[config.mk]
export PLATFORM = sky130hd
export DESIGN_NAME = multitouch_slot_tracker_flat
export DESIGN_NICKNAME = d
export VERILOG_FILES = /design/src/design/mst_pkg.sv /design/src/design/mst_if.sv /design/src/design/mst_ctrl.sv /design/src/design/mst_dp.sv /design/src/design/multitouch_slot_tracker.sv /design/src/flat_wrapper.sv
export VERILOG_INCLUDE_DIRS = /design/src /design/src/design
export SDC_FILE = /design/constraint.sdc
export NUM_CORES = 1
export LEC_CHECK = 0
export ABC_AREA = 1
export BUFFER_PORTS_ARGS = -buffer_cell sky130_fd_sc_hd__buf_2
export CAP_MARGIN = 30
export CORE_MARGIN = 5
export CORE_UTILIZATION = 29
export DETAILED_ROUTE_END_ITERATION = 10
export PLACE_DENSITY = 0.51
export SLEW_MARGIN = 5
export SYNTH_ARGS = -nofsm -noshare
export SYNTH_HDL_FRONTEND = slang
export SYNTH_SLANG_ARGS = --single-unit
[constraint.sdc]
create_clock -name clk -period 2.8 [get_ports clk]
set_input_delay 0.28 -clock clk [delete_from_list [all_inputs] [get_ports clk]]
set_output_delay 0.28 -clock clk [all_outputs]
set_load 0.05 [all_outputs]
[src/design/multitouch_slot_tracker_assert.svh]
// Assertion macros used by the slot tracker datapath (mst_dp).
`ifndef MULTITOUCH_SLOT_TRACKER_ASSERT_SVH
`define MULTITOUCH_SLOT_TRACKER_ASSERT_SVH

// Same-cycle implication, disabled during reset.
`define MST_ASSERT_NOW(label, ante, cons, msg) \
  label: assert property (@(posedge clk) disable iff (!rst_n) (ante) |-> (cons)) \
    else $error(msg);

// Next-cycle implication, disabled during reset.
`define MST_ASSERT_NEXT(label, ante, cons, msg) \
  label: assert property (@(posedge clk) disable iff (!rst_n) (ante) |=> (cons)) \
    else $error(msg);

`endif

[src/design/mst_pkg.sv]
// Package: event codes, limits and controller/datapath handshake types.
`timescale 1ns / 1ps
package mst_pkg;

  localparam logic REQ_EVENT = 1'b0;
  localparam logic REQ_POLL  = 1'b1;

  localparam logic [15:0] TYPE_ABS   = 16'h0003;
  localparam logic [15:0] CODE_SLOT  = 16'h002f;
  localparam logic [15:0] CODE_TRACK = 16'h0039;
  localparam logic [15:0] CODE_X     = 16'h0035;
  localparam logic [15:0] CODE_Y     = 16'h0036;

  // A poll report never exceeds this many points.
  localparam int RESULT_LIMIT = 8;
  localparam int CNT_W        = $clog2(RESULT_LIMIT);

  typedef struct packed {
    logic apply_ev;
    logic start_scan;
    logic advance;
    logic emit;
    logic emit_empty;
  } mst_cmd_t;

  typedef struct packed {
    logic any_active;
    logic cur_active;
    logic cur_last;
    logic out_free;
  } mst_sts_t;

endpackage

[src/design/mst_if.sv]
// Channel interfaces: event/poll input and contact report output.
`timescale 1ns / 1ps
interface mst_in_if;
  logic               valid;
  logic               ready;
  logic               req_type;
  logic        [15:0] ev_type;
  logic        [15:0] ev_code;
  logic signed [31:0] ev_value;

  modport source (output valid, req_type, ev_type, ev_code, ev_value, input ready);
  modport sink   (input valid, req_type, ev_type, ev_code, ev_value, output ready);
endinterface

interface mst_out_if;
  logic               valid;
  logic               ready;
  logic               point_valid;
  logic signed [15:0] pos_x;
  logic signed [15:0] pos_y;
  logic        [2:0]  finger_index;
  logic               last;

  modport source (output valid, point_valid, pos_x, pos_y, finger_index, last,
                  input ready);
  modport sink   (input valid, point_valid, pos_x, pos_y, finger_index, last,
                  output ready);
endinterface

[src/design/mst_ctrl.sv]
// Controller: accepts transactions and sequences the poll scan.
`timescale 1ns / 1ps
module mst_ctrl (
  input  logic              clk,
  input  logic              rst_n,
  input  logic              in_valid,
  input  logic              in_req_type,
  output logic              in_ready,
  input  mst_pkg::mst_sts_t sts,
  output mst_pkg::mst_cmd_t cmd
);

  typedef enum logic [0:0] {ST_IDLE, ST_SCAN} state_t;

  state_t state_r, state_nxt;

  always_comb begin
    state_nxt = state_r;
    cmd       = '0;
    in_ready  = (state_r == ST_IDLE);
    case (state_r)
      ST_IDLE: begin
        if (in_valid) begin
          if (in_req_type == mst_pkg::REQ_POLL) begin
            cmd.start_scan = 1'b1;
            state_nxt      = ST_SCAN;
          end else begin
            cmd.apply_ev = 1'b1;
          end
        end
      end
      ST_SCAN: begin
        if (!sts.any_active) begin
          if (sts.out_free) begin
            cmd.emit_empty = 1'b1;
            state_nxt      = ST_IDLE;
          end
        end else if (sts.cur_active) begin
          if (sts.out_free) begin
            cmd.emit = 1'b1;
            if (sts.cur_last) begin
              state_nxt = ST_IDLE;
            end else begin
              cmd.advance = 1'b1;
            end
          end
        end else begin
          // inactive slot: skip without touching the output
          cmd.advance = 1'b1;
        end
      end
      default: begin
        state_nxt = ST_IDLE;
      end
    endcase
  end

  always_ff @(posedge clk) begin
    if (!rst_n) begin
      state_r <= ST_IDLE;
    end else begin
      state_r <= state_nxt;
    end
  end

endmodule

[src/design/mst_dp.sv]
// Datapath: slot table, scan cursor and output register.
`timescale 1ns / 1ps
`include "multitouch_slot_tracker_assert.svh"
module mst_dp #(
  parameter int MAX_SLOTS = 8
) (
  input  logic                     clk,
  input  logic                     rst_n,
  input  mst_pkg::mst_cmd_t        cmd,
  output mst_pkg::mst_sts_t        sts,
  input  logic              [15:0] ev_type,
  input  logic              [15:0] ev_code,
  input  logic signed       [31:0] ev_value,
  input  logic                     out_ready,
  output logic                     out_valid,
  output logic                     out_point_valid,
  output logic signed       [15:0] out_pos_x,
  output logic signed       [15:0] out_pos_y,
  output logic              [2:0]  out_finger_index,
  output logic                     out_last
);

  localparam int SLOT_W = (MAX_SLOTS > 1) ? $clog2(MAX_SLOTS) : 1;

  logic [MAX_SLOTS-1:0]    active_r, active_nxt;
  logic [15:0]             x_r [MAX_SLOTS];
  logic [15:0]             y_r [MAX_SLOTS];
  logic [SLOT_W-1:0]       cur_slot_r;
  logic [SLOT_W-1:0]       cursor_r;
  logic [mst_pkg::CNT_W-1:0] cnt_r;

  logic                    out_valid_r;
  logic                    out_point_valid_r;
  logic [15:0]             out_x_r;
  logic [15:0]             out_y_r;
  logic [2:0]              out_finger_r;
  logic                    out_last_r;

  logic                    is_abs;
  logic                    slot_ok;
  logic                    rest_active;
  logic                    load_out;

  assign is_abs  = (ev_type == mst_pkg::TYPE_ABS);
  assign slot_ok = !ev_value[31] && (ev_value[30:0] < 31'(MAX_SLOTS));

  // any active slot beyond the cursor
  always_comb begin
    rest_active = 1'b0;
    for (int j = 0; j < MAX_SLOTS; j++) begin
      if (active_r[j] && (SLOT_W'(j) > cursor_r)) begin
        rest_active = 1'b1;
      end
    end
  end

  always_comb begin
    active_nxt = active_r;
    if (cmd.apply_ev && is_abs && (ev_code == mst_pkg::CODE_TRACK)) begin
      active_nxt[cur_slot_r] = !ev_value[31];
    end
  end

  assign sts.any_active = |active_r;
  assign sts.cur_active = active_r[cursor_r];
  assign sts.cur_last   = !rest_active ||
                          (cnt_r == mst_pkg::CNT_W'(mst_pkg::RESULT_LIMIT - 1));
  assign sts.out_free   = !out_valid_r || out_ready;

  assign load_out = cmd.emit || cmd.emit_empty;

  // slot table
  always_ff @(posedge clk) begin
    if (!rst_n) begin
      active_r   <= '0;
      cur_slot_r <= '0;
      for (int k = 0; k < MAX_SLOTS; k++) begin
        x_r[k] <= '0;
        y_r[k] <= '0;
      end
    end else begin
      active_r <= active_nxt;
      if (cmd.apply_ev && is_abs) begin
        case (ev_code)
          mst_pkg::CODE_SLOT: begin
            if (slot_ok) begin
              cur_slot_r <= ev_value[SLOT_W-1:0];
            end
          end
          mst_pkg::CODE_X: x_r[cur_slot_r] <= ev_value[15:0];
          mst_pkg::CODE_Y: y_r[cur_slot_r] <= ev_value[15:0];
          default: ;
        endcase
      end
    end
  end

  // scan cursor and report count
  always_ff @(posedge clk) begin
    if (!rst_n) begin
      cursor_r <= '0;
      cnt_r    <= '0;
    end else if (cmd.start_scan) begin
      cursor_r <= '0;
      cnt_r    <= '0;
    end else begin
      if (cmd.advance) begin
        cursor_r <= cursor_r + SLOT_W'(1);
      end
      if (cmd.emit) begin
        cnt_r <= cnt_r + mst_pkg::CNT_W'(1);
      end
    end
  end

  // output register
  always_ff @(posedge clk) begin
    if (!rst_n) begin
      out_valid_r <= 1'b0;
    end else if (load_out) begin
      out_valid_r <= 1'b1;
    end else if (out_ready) begin
      out_valid_r <= 1'b0;
    end
  end

  always_ff @(posedge clk) begin
    if (cmd.emit) begin
      out_point_valid_r <= 1'b1;
      out_x_r           <= x_r[cursor_r];
      out_y_r           <= y_r[cursor_r];
      out_finger_r      <= 3'(cursor_r);
      out_last_r        <= sts.cur_last;
    end else if (cmd.emit_empty) begin
      out_point_valid_r <= 1'b0;
      out_x_r           <= '0;
      out_y_r           <= '0;
      out_finger_r      <= '0;
      out_last_r        <= 1'b1;
    end
  end

  assign out_valid        = out_valid_r;
  assign out_point_valid  = out_point_valid_r;
  assign out_pos_x        = out_x_r;
  assign out_pos_y        = out_y_r;
  assign out_finger_index = out_finger_r;
  assign out_last         = out_last_r;

  `MST_ASSERT_NOW(a_load_free, load_out, !out_valid_r || out_ready, "output overwritten")
  `MST_ASSERT_NOW(a_empty_only_idle, cmd.emit_empty, active_r == '0, "empty report with contacts")
  `MST_ASSERT_NEXT(a_empty_result, cmd.emit_empty,
                   out_valid_r && !out_point_valid_r && out_last_r, "bad empty result")
  `MST_ASSERT_NEXT(a_last_flag, cmd.emit && sts.cur_last, out_valid_r && out_last_r,
                   "final point not flagged")

endmodule

[src/design/multitouch_slot_tracker.sv]
// Top level: multitouch protocol B slot tracker with contact report on poll.
//
//  channel   | dir | handshake    | carries
//  in_ch     | in  | valid/ready  | req_type, ev_type, ev_code, ev_value
//  out_ch    | out | valid/ready  | point_valid, pos_x, pos_y, finger_index, last
//
// An event transaction updates the slot table in the cycle it is accepted.
// A poll walks the slot table one slot per cycle, stalling on an active slot
// while the output register is held by out_ch.ready low.
// Input is taken only between polls; one output register decouples out_ch.
// Synchronous active-low reset clears the slot table and current slot.
`timescale 1ns / 1ps
module multitouch_slot_tracker #(
  parameter int MAX_SLOTS = 8
) (
  input  logic      clk,
  input  logic      rst_n,
  mst_in_if.sink    in_ch,
  mst_out_if.source out_ch
);

  mst_pkg::mst_cmd_t cmd;
  mst_pkg::mst_sts_t sts;
  logic              in_ready;

  assign in_ch.ready = in_ready;

  mst_ctrl u_ctrl (
    .clk         (clk),
    .rst_n       (rst_n),
    .in_valid    (in_ch.valid),
    .in_req_type (in_ch.req_type),
    .in_ready    (in_ready),
    .sts         (sts),
    .cmd         (cmd)
  );

  mst_dp #(
    .MAX_SLOTS (MAX_SLOTS)
  ) u_dp (
    .clk              (clk),
    .rst_n            (rst_n),
    .cmd              (cmd),
    .sts              (sts),
    .ev_type          (in_ch.ev_type),
    .ev_code          (in_ch.ev_code),
    .ev_value         (in_ch.ev_value),
    .out_ready        (out_ch.ready),
    .out_valid        (out_ch.valid),
    .out_point_valid  (out_ch.point_valid),
    .out_pos_x        (out_ch.pos_x),
    .out_pos_y        (out_ch.pos_y),
    .out_finger_index (out_ch.finger_index),
    .out_last         (out_ch.last)
  );

endmodule
[src/flat_wrapper.sv]
// flat-port wrapper written by rule: the top's interface ports become plain ports
module multitouch_slot_tracker_flat 
#(
  parameter int MAX_SLOTS = 8
)
  (clk, rst_n, in_ch_valid, in_ch_req_type, in_ch_ev_type, in_ch_ev_code, in_ch_ev_value, in_ch_ready, out_ch_valid, out_ch_point_valid, out_ch_pos_x, out_ch_pos_y, out_ch_finger_index, out_ch_last, out_ch_ready);
  mst_in_if in_ch_i ();
  mst_out_if out_ch_i ();
  input  logic clk;
  input  logic rst_n;
  input wire logic [$bits(in_ch_i.valid)-1:0] in_ch_valid;
  input wire logic [$bits(in_ch_i.req_type)-1:0] in_ch_req_type;
  input wire logic [$bits(in_ch_i.ev_type)-1:0] in_ch_ev_type;
  input wire logic [$bits(in_ch_i.ev_code)-1:0] in_ch_ev_code;
  input wire logic [$bits(in_ch_i.ev_value)-1:0] in_ch_ev_value;
  output wire logic [$bits(in_ch_i.ready)-1:0] in_ch_ready;
  output wire logic [$bits(out_ch_i.valid)-1:0] out_ch_valid;
  output wire logic [$bits(out_ch_i.point_valid)-1:0] out_ch_point_valid;
  output wire logic [$bits(out_ch_i.pos_x)-1:0] out_ch_pos_x;
  output wire logic [$bits(out_ch_i.pos_y)-1:0] out_ch_pos_y;
  output wire logic [$bits(out_ch_i.finger_index)-1:0] out_ch_finger_index;
  output wire logic [$bits(out_ch_i.last)-1:0] out_ch_last;
  input wire logic [$bits(out_ch_i.ready)-1:0] out_ch_ready;
  assign in_ch_i.valid = in_ch_valid;
  assign in_ch_i.req_type = in_ch_req_type;
  assign in_ch_i.ev_type = in_ch_ev_type;
  assign in_ch_i.ev_code = in_ch_ev_code;
  assign in_ch_i.ev_value = in_ch_ev_value;
  assign in_ch_ready = in_ch_i.ready;
  assign out_ch_valid = out_ch_i.valid;
  assign out_ch_point_valid = out_ch_i.point_valid;
  assign out_ch_pos_x = out_ch_i.pos_x;
  assign out_ch_pos_y = out_ch_i.pos_y;
  assign out_ch_finger_index = out_ch_i.finger_index;
  assign out_ch_last = out_ch_i.last;
  assign out_ch_i.ready = out_ch_ready;
  multitouch_slot_tracker #(.MAX_SLOTS(MAX_SLOTS)) u_core (.clk(clk), .rst_n(rst_n), .in_ch(in_ch_i), .out_ch(out_ch_i));
endmodule
==> key figures <==
Critical path
  • Critical-path top delay cell: o32ai_1
  • Worst reg2reg setup slack: 0.62 ns
  • Worst setup endpoint: u_core.u_dp.out_pos_x[8]$_SDFFCE_PN0P_
  • WP buf/inv: 2
  • Crit Path Max Fanout: 48
  • CP delay by family, top: compound AO/OA/AOI/OAI gates
  • CP Launch Type: flip-flop
  • Arrival time at the worst endpoint: 2.53 ns
  • Reg2reg path depth: 6
  • Crit-path cells: clkinv_2 -> buf_4 -> nor2_1 -> o32ai_1 -> nand2_1 -> a21oi_1
  • Worst r2r dst: u_core.u_dp.out_pos_x[8]$_SDFFCE_PN0P_
  • Number of gates on the worst path with buffers counted: 6
  • WP data required: 3.15 ns
  • CP endpoint kind: flip-flop
  • Critical path class: reg -> reg
  • Worst path max stage delay: 0.50 ns

Clock tree
  • Max H-tree Level: 2
  • Root Driver: clkbuf_16
  • Deepest clock path buffer count: 3
  • CTS tree: done
  • Clk_lat worst skew: 0.52 ns
  • Num CTS Buffers: 36
  • # clock sinks: 315
  • Post-CTS Setup Bufs: 0
  • CTS clk-pin slew, worst paths: 0.06 ns

Route
  • Via/cell ratio: 4.90
  • Wirelength, routed: 40200 um
  • Post-DRT Antenna Nets: 0
  • Initial DRC Count: 784
  • Initial DRT Pass Iterations: 5
  • Vias: 10400
  • DRC: 0
  • Routed WL per cell: 18.9 um

Placement
  • Post-place instance area: 15500 um2
  • Placed Cells: 2074
  • IO buf count: 107
  • Placer Congestion: 0.820
  • Post-DP HPWL: 26300 um

Floorplan
  • Height of the die: 229 um
  • IO Count: 108
  • Row Count: 80
  • Die area: 52600 um2
  • Chip width: 229 um
  • Core area: 47600 um2
  • Starting density of the core: 0.293

Timing
  • Unrepaired setup endpoints after global routing: no
  • Max Slew Vio Count: 0
  • Clk_skew: 0.0141 ns
  • Final hold vios: 0
  • Relative slew slack: 0.417
  • Final period util: 0.779
  • Worst slew pin tran: 0.874 ns
  • Final setup TNS: 0 ns
  • Final Critical Period: 2.18 ns
  • Max Freq: 458 MHz
  • Final setup viols: 0

Finish
  • Multi-input gate area: 4190 um2
  • Commonest non-fill, non-tap cell in the layout: nor2_1
  • FF/Latch Area: 9240 um2
  • Finished Layout Cells: 2130
  • Most frequent cells in the layout: 509 x nor2_1, 292 x edfxtp_1, 145 x nand2_1, 107 x buf_2, 67 x o21ai_0
  • Fillers: 4869
  • Final nets: 1572
  • Cell area after layout: 16500 um2
  • Share of layout cells above drive strength 1: 0.158
  • Area delta synth->final: 18.5%
  • N_diodes: 0

Synthesis
  • Post-synth cell types: 29
  • Mean post-synth cell area: 10.1 um2
  • Synthesized instance count: 1376
  • Post-synthesis cell area: 14000 um2
  • Syn_nets: 1450
  • #FFs+latches synth: 315
  • Syn. warnings: 0
  • Seq/Total Area, Yosys: 0.661

GRT
  • Vias in the first global route: 10400
  • Antenna violations before repair: 0
  • Grt total ovfl: 0
  • Global-route wire length before repair: 62100 um
  • Largest net degree at the start of global routing: 81
  • Gr usage total: 0.150

Power and ir drop
  • Peak supply drop: 0.000320 V
  • PwrDens: 612 nW/um2
  • Pwr Total: 10.1 mW
  • Leakage: 6.50 nW

Worst hold path
  • Hold depth: 3
  • Hold WC Path Type: in -> reg

Run status
  • Status: finished, final reports clean

Run
  • Max Cap Viol: 0
## worst min path at each step
stage                                                   from                                        to  slack, ns
floorplan                                  in_ch_ev_value[0]    u_core.u_dp.cur_slot_r[0]$_SDFFE_PN0P_       0.41
global placement    u_core.u_dp.out_point_valid$_SDFFE_PP1P_  u_core.u_dp.out_point_valid$_SDFFE_PP1P_       0.45
detailed placement  u_core.u_dp.out_point_valid$_SDFFE_PP1P_  u_core.u_dp.out_point_valid$_SDFFE_PP1P_       0.44
CTS                                        in_ch_ev_value[1]    u_core.u_dp.cur_slot_r[1]$_SDFFE_PN0P_     0.0008
global route                               in_ch_ev_value[1]    u_core.u_dp.cur_slot_r[1]$_SDFFE_PN0P_       0.03
finish                                     in_ch_ev_value[1]    u_core.u_dp.cur_slot_r[1]$_SDFFE_PN0P_       0.03
## sequential cells by signal, indices dropped and copies added, names as in the netlist, named ones only
| signal | count |
|---|---|
| u_core.u_dp.out_last | 1 |
| u_core.u_dp.x_r | 128 |
| u_core.u_dp.active_r | 8 |
| u_core.u_dp.out_valid | 1 |
| u_core.u_dp.out_pos_x | 16 |
| u_core.u_dp.out_finger_index | 3 |
| u_core.u_dp.y_r | 128 |
| u_core.u_dp.cursor_r | 3 |
| u_core.u_ctrl.state_r | 1 |
| u_core.u_dp.out_pos_y | 16 |
| u_core.u_dp.cnt_r | 3 |
| u_core.u_dp.out_point_valid | 1 |
| u_core.u_dp.cur_slot_r | 3 |
## Yosys cell counts
cell type,count,area (um2)
and3_1,1,6.26
nor3b_1,1,7.51
edfxtp_1,292,8770
nor3_2,1,10.0
buf_1,17,63.8
o21ai_0,67,335
inv_2,1,3.75
nor2_1,509,1910
nand2_2,8,50.1
nand4_2,8,100
clkbuf_1,73,274
o32ai_1,64,561
buf_2,1,5.00
o211ai_1,1,7.51
a21oi_1,43,215
a21boi_0,1,7.51
nand3_1,26,130
nand2_1,147,552
nor3_4,1,16.3
clkinv_1,13,48.8
nor4_1,8,50.1
nand4_1,12,75.1
xor2_1,1,8.76
buf_4,1,7.51
ha_1,5,62.6
nor3_1,11,55.1
dfxtp_1,23,460
nand3b_1,3,22.5
inv_1,37,139
## cell type report
cell class,instances,area share
inverters,51,0.0117
flip-flops and latches,315,0.559
clock inverters,10,0.00560
multi-input cells,918,0.253
well taps,615,0.0466
repair buffers,176,0.0662
clock buffers,45,0.0578
## kinds of logic after synthesis
kind of cell	count (synthesis)	synth area share
adder cells (fa/ha/maj)	5	0.00448
AND/OR/NAND/NOR	736	0.214
AO/OA/AOI/OAI	176	0.0807
buffers and inverters	143	0.0388
flip-flops	315	0.661
XOR/XNOR	1	0.000628
## where the power goes
| part | total (mW) | switching [mW] | leakage [nW] | internal [mW] |
|---|---|---|---|---|
| clock | 4.36 | 1.79 | 0.511 | 2.57 |
| sequential | 5.30 | 0.0439 | 3.17 | 5.26 |
| combinational | 0.450 | 0.333 | 2.82 | 0.117 |
| total | 10.1 | 2.16 | 6.50 | 7.94 |
## per-stage QoR
step	hold WS, ns	worst slack [ns]	util
after floorplan	0.415	0.428	-
after global placement	0.452	0.607	0.325
after detailed placement	0.442	0.628	0.325
after CTS	0.000775	0.621	0.347
after global routing	0.0307	0.455	0.347
final	0.0311	0.619	0.347
## what timing repair did
action	in CTS	in global routing
hold buffers	1	0
resized for setup	0	0
hold endpoints to repair	1	0
## worst min-delay path, cell delays in order
cell and delay, ns:
buf_2 0.10, nor2_1 0.04, nor2_1 0.08
## metal layers
layer	track usage	routed length, um
met1	0.219	19000
met2	0.231	17700
met3	0.0229	2300
met4	0.0472	1160
met5	0	0
Note: power is estimated with default switching activity, not from simulation.
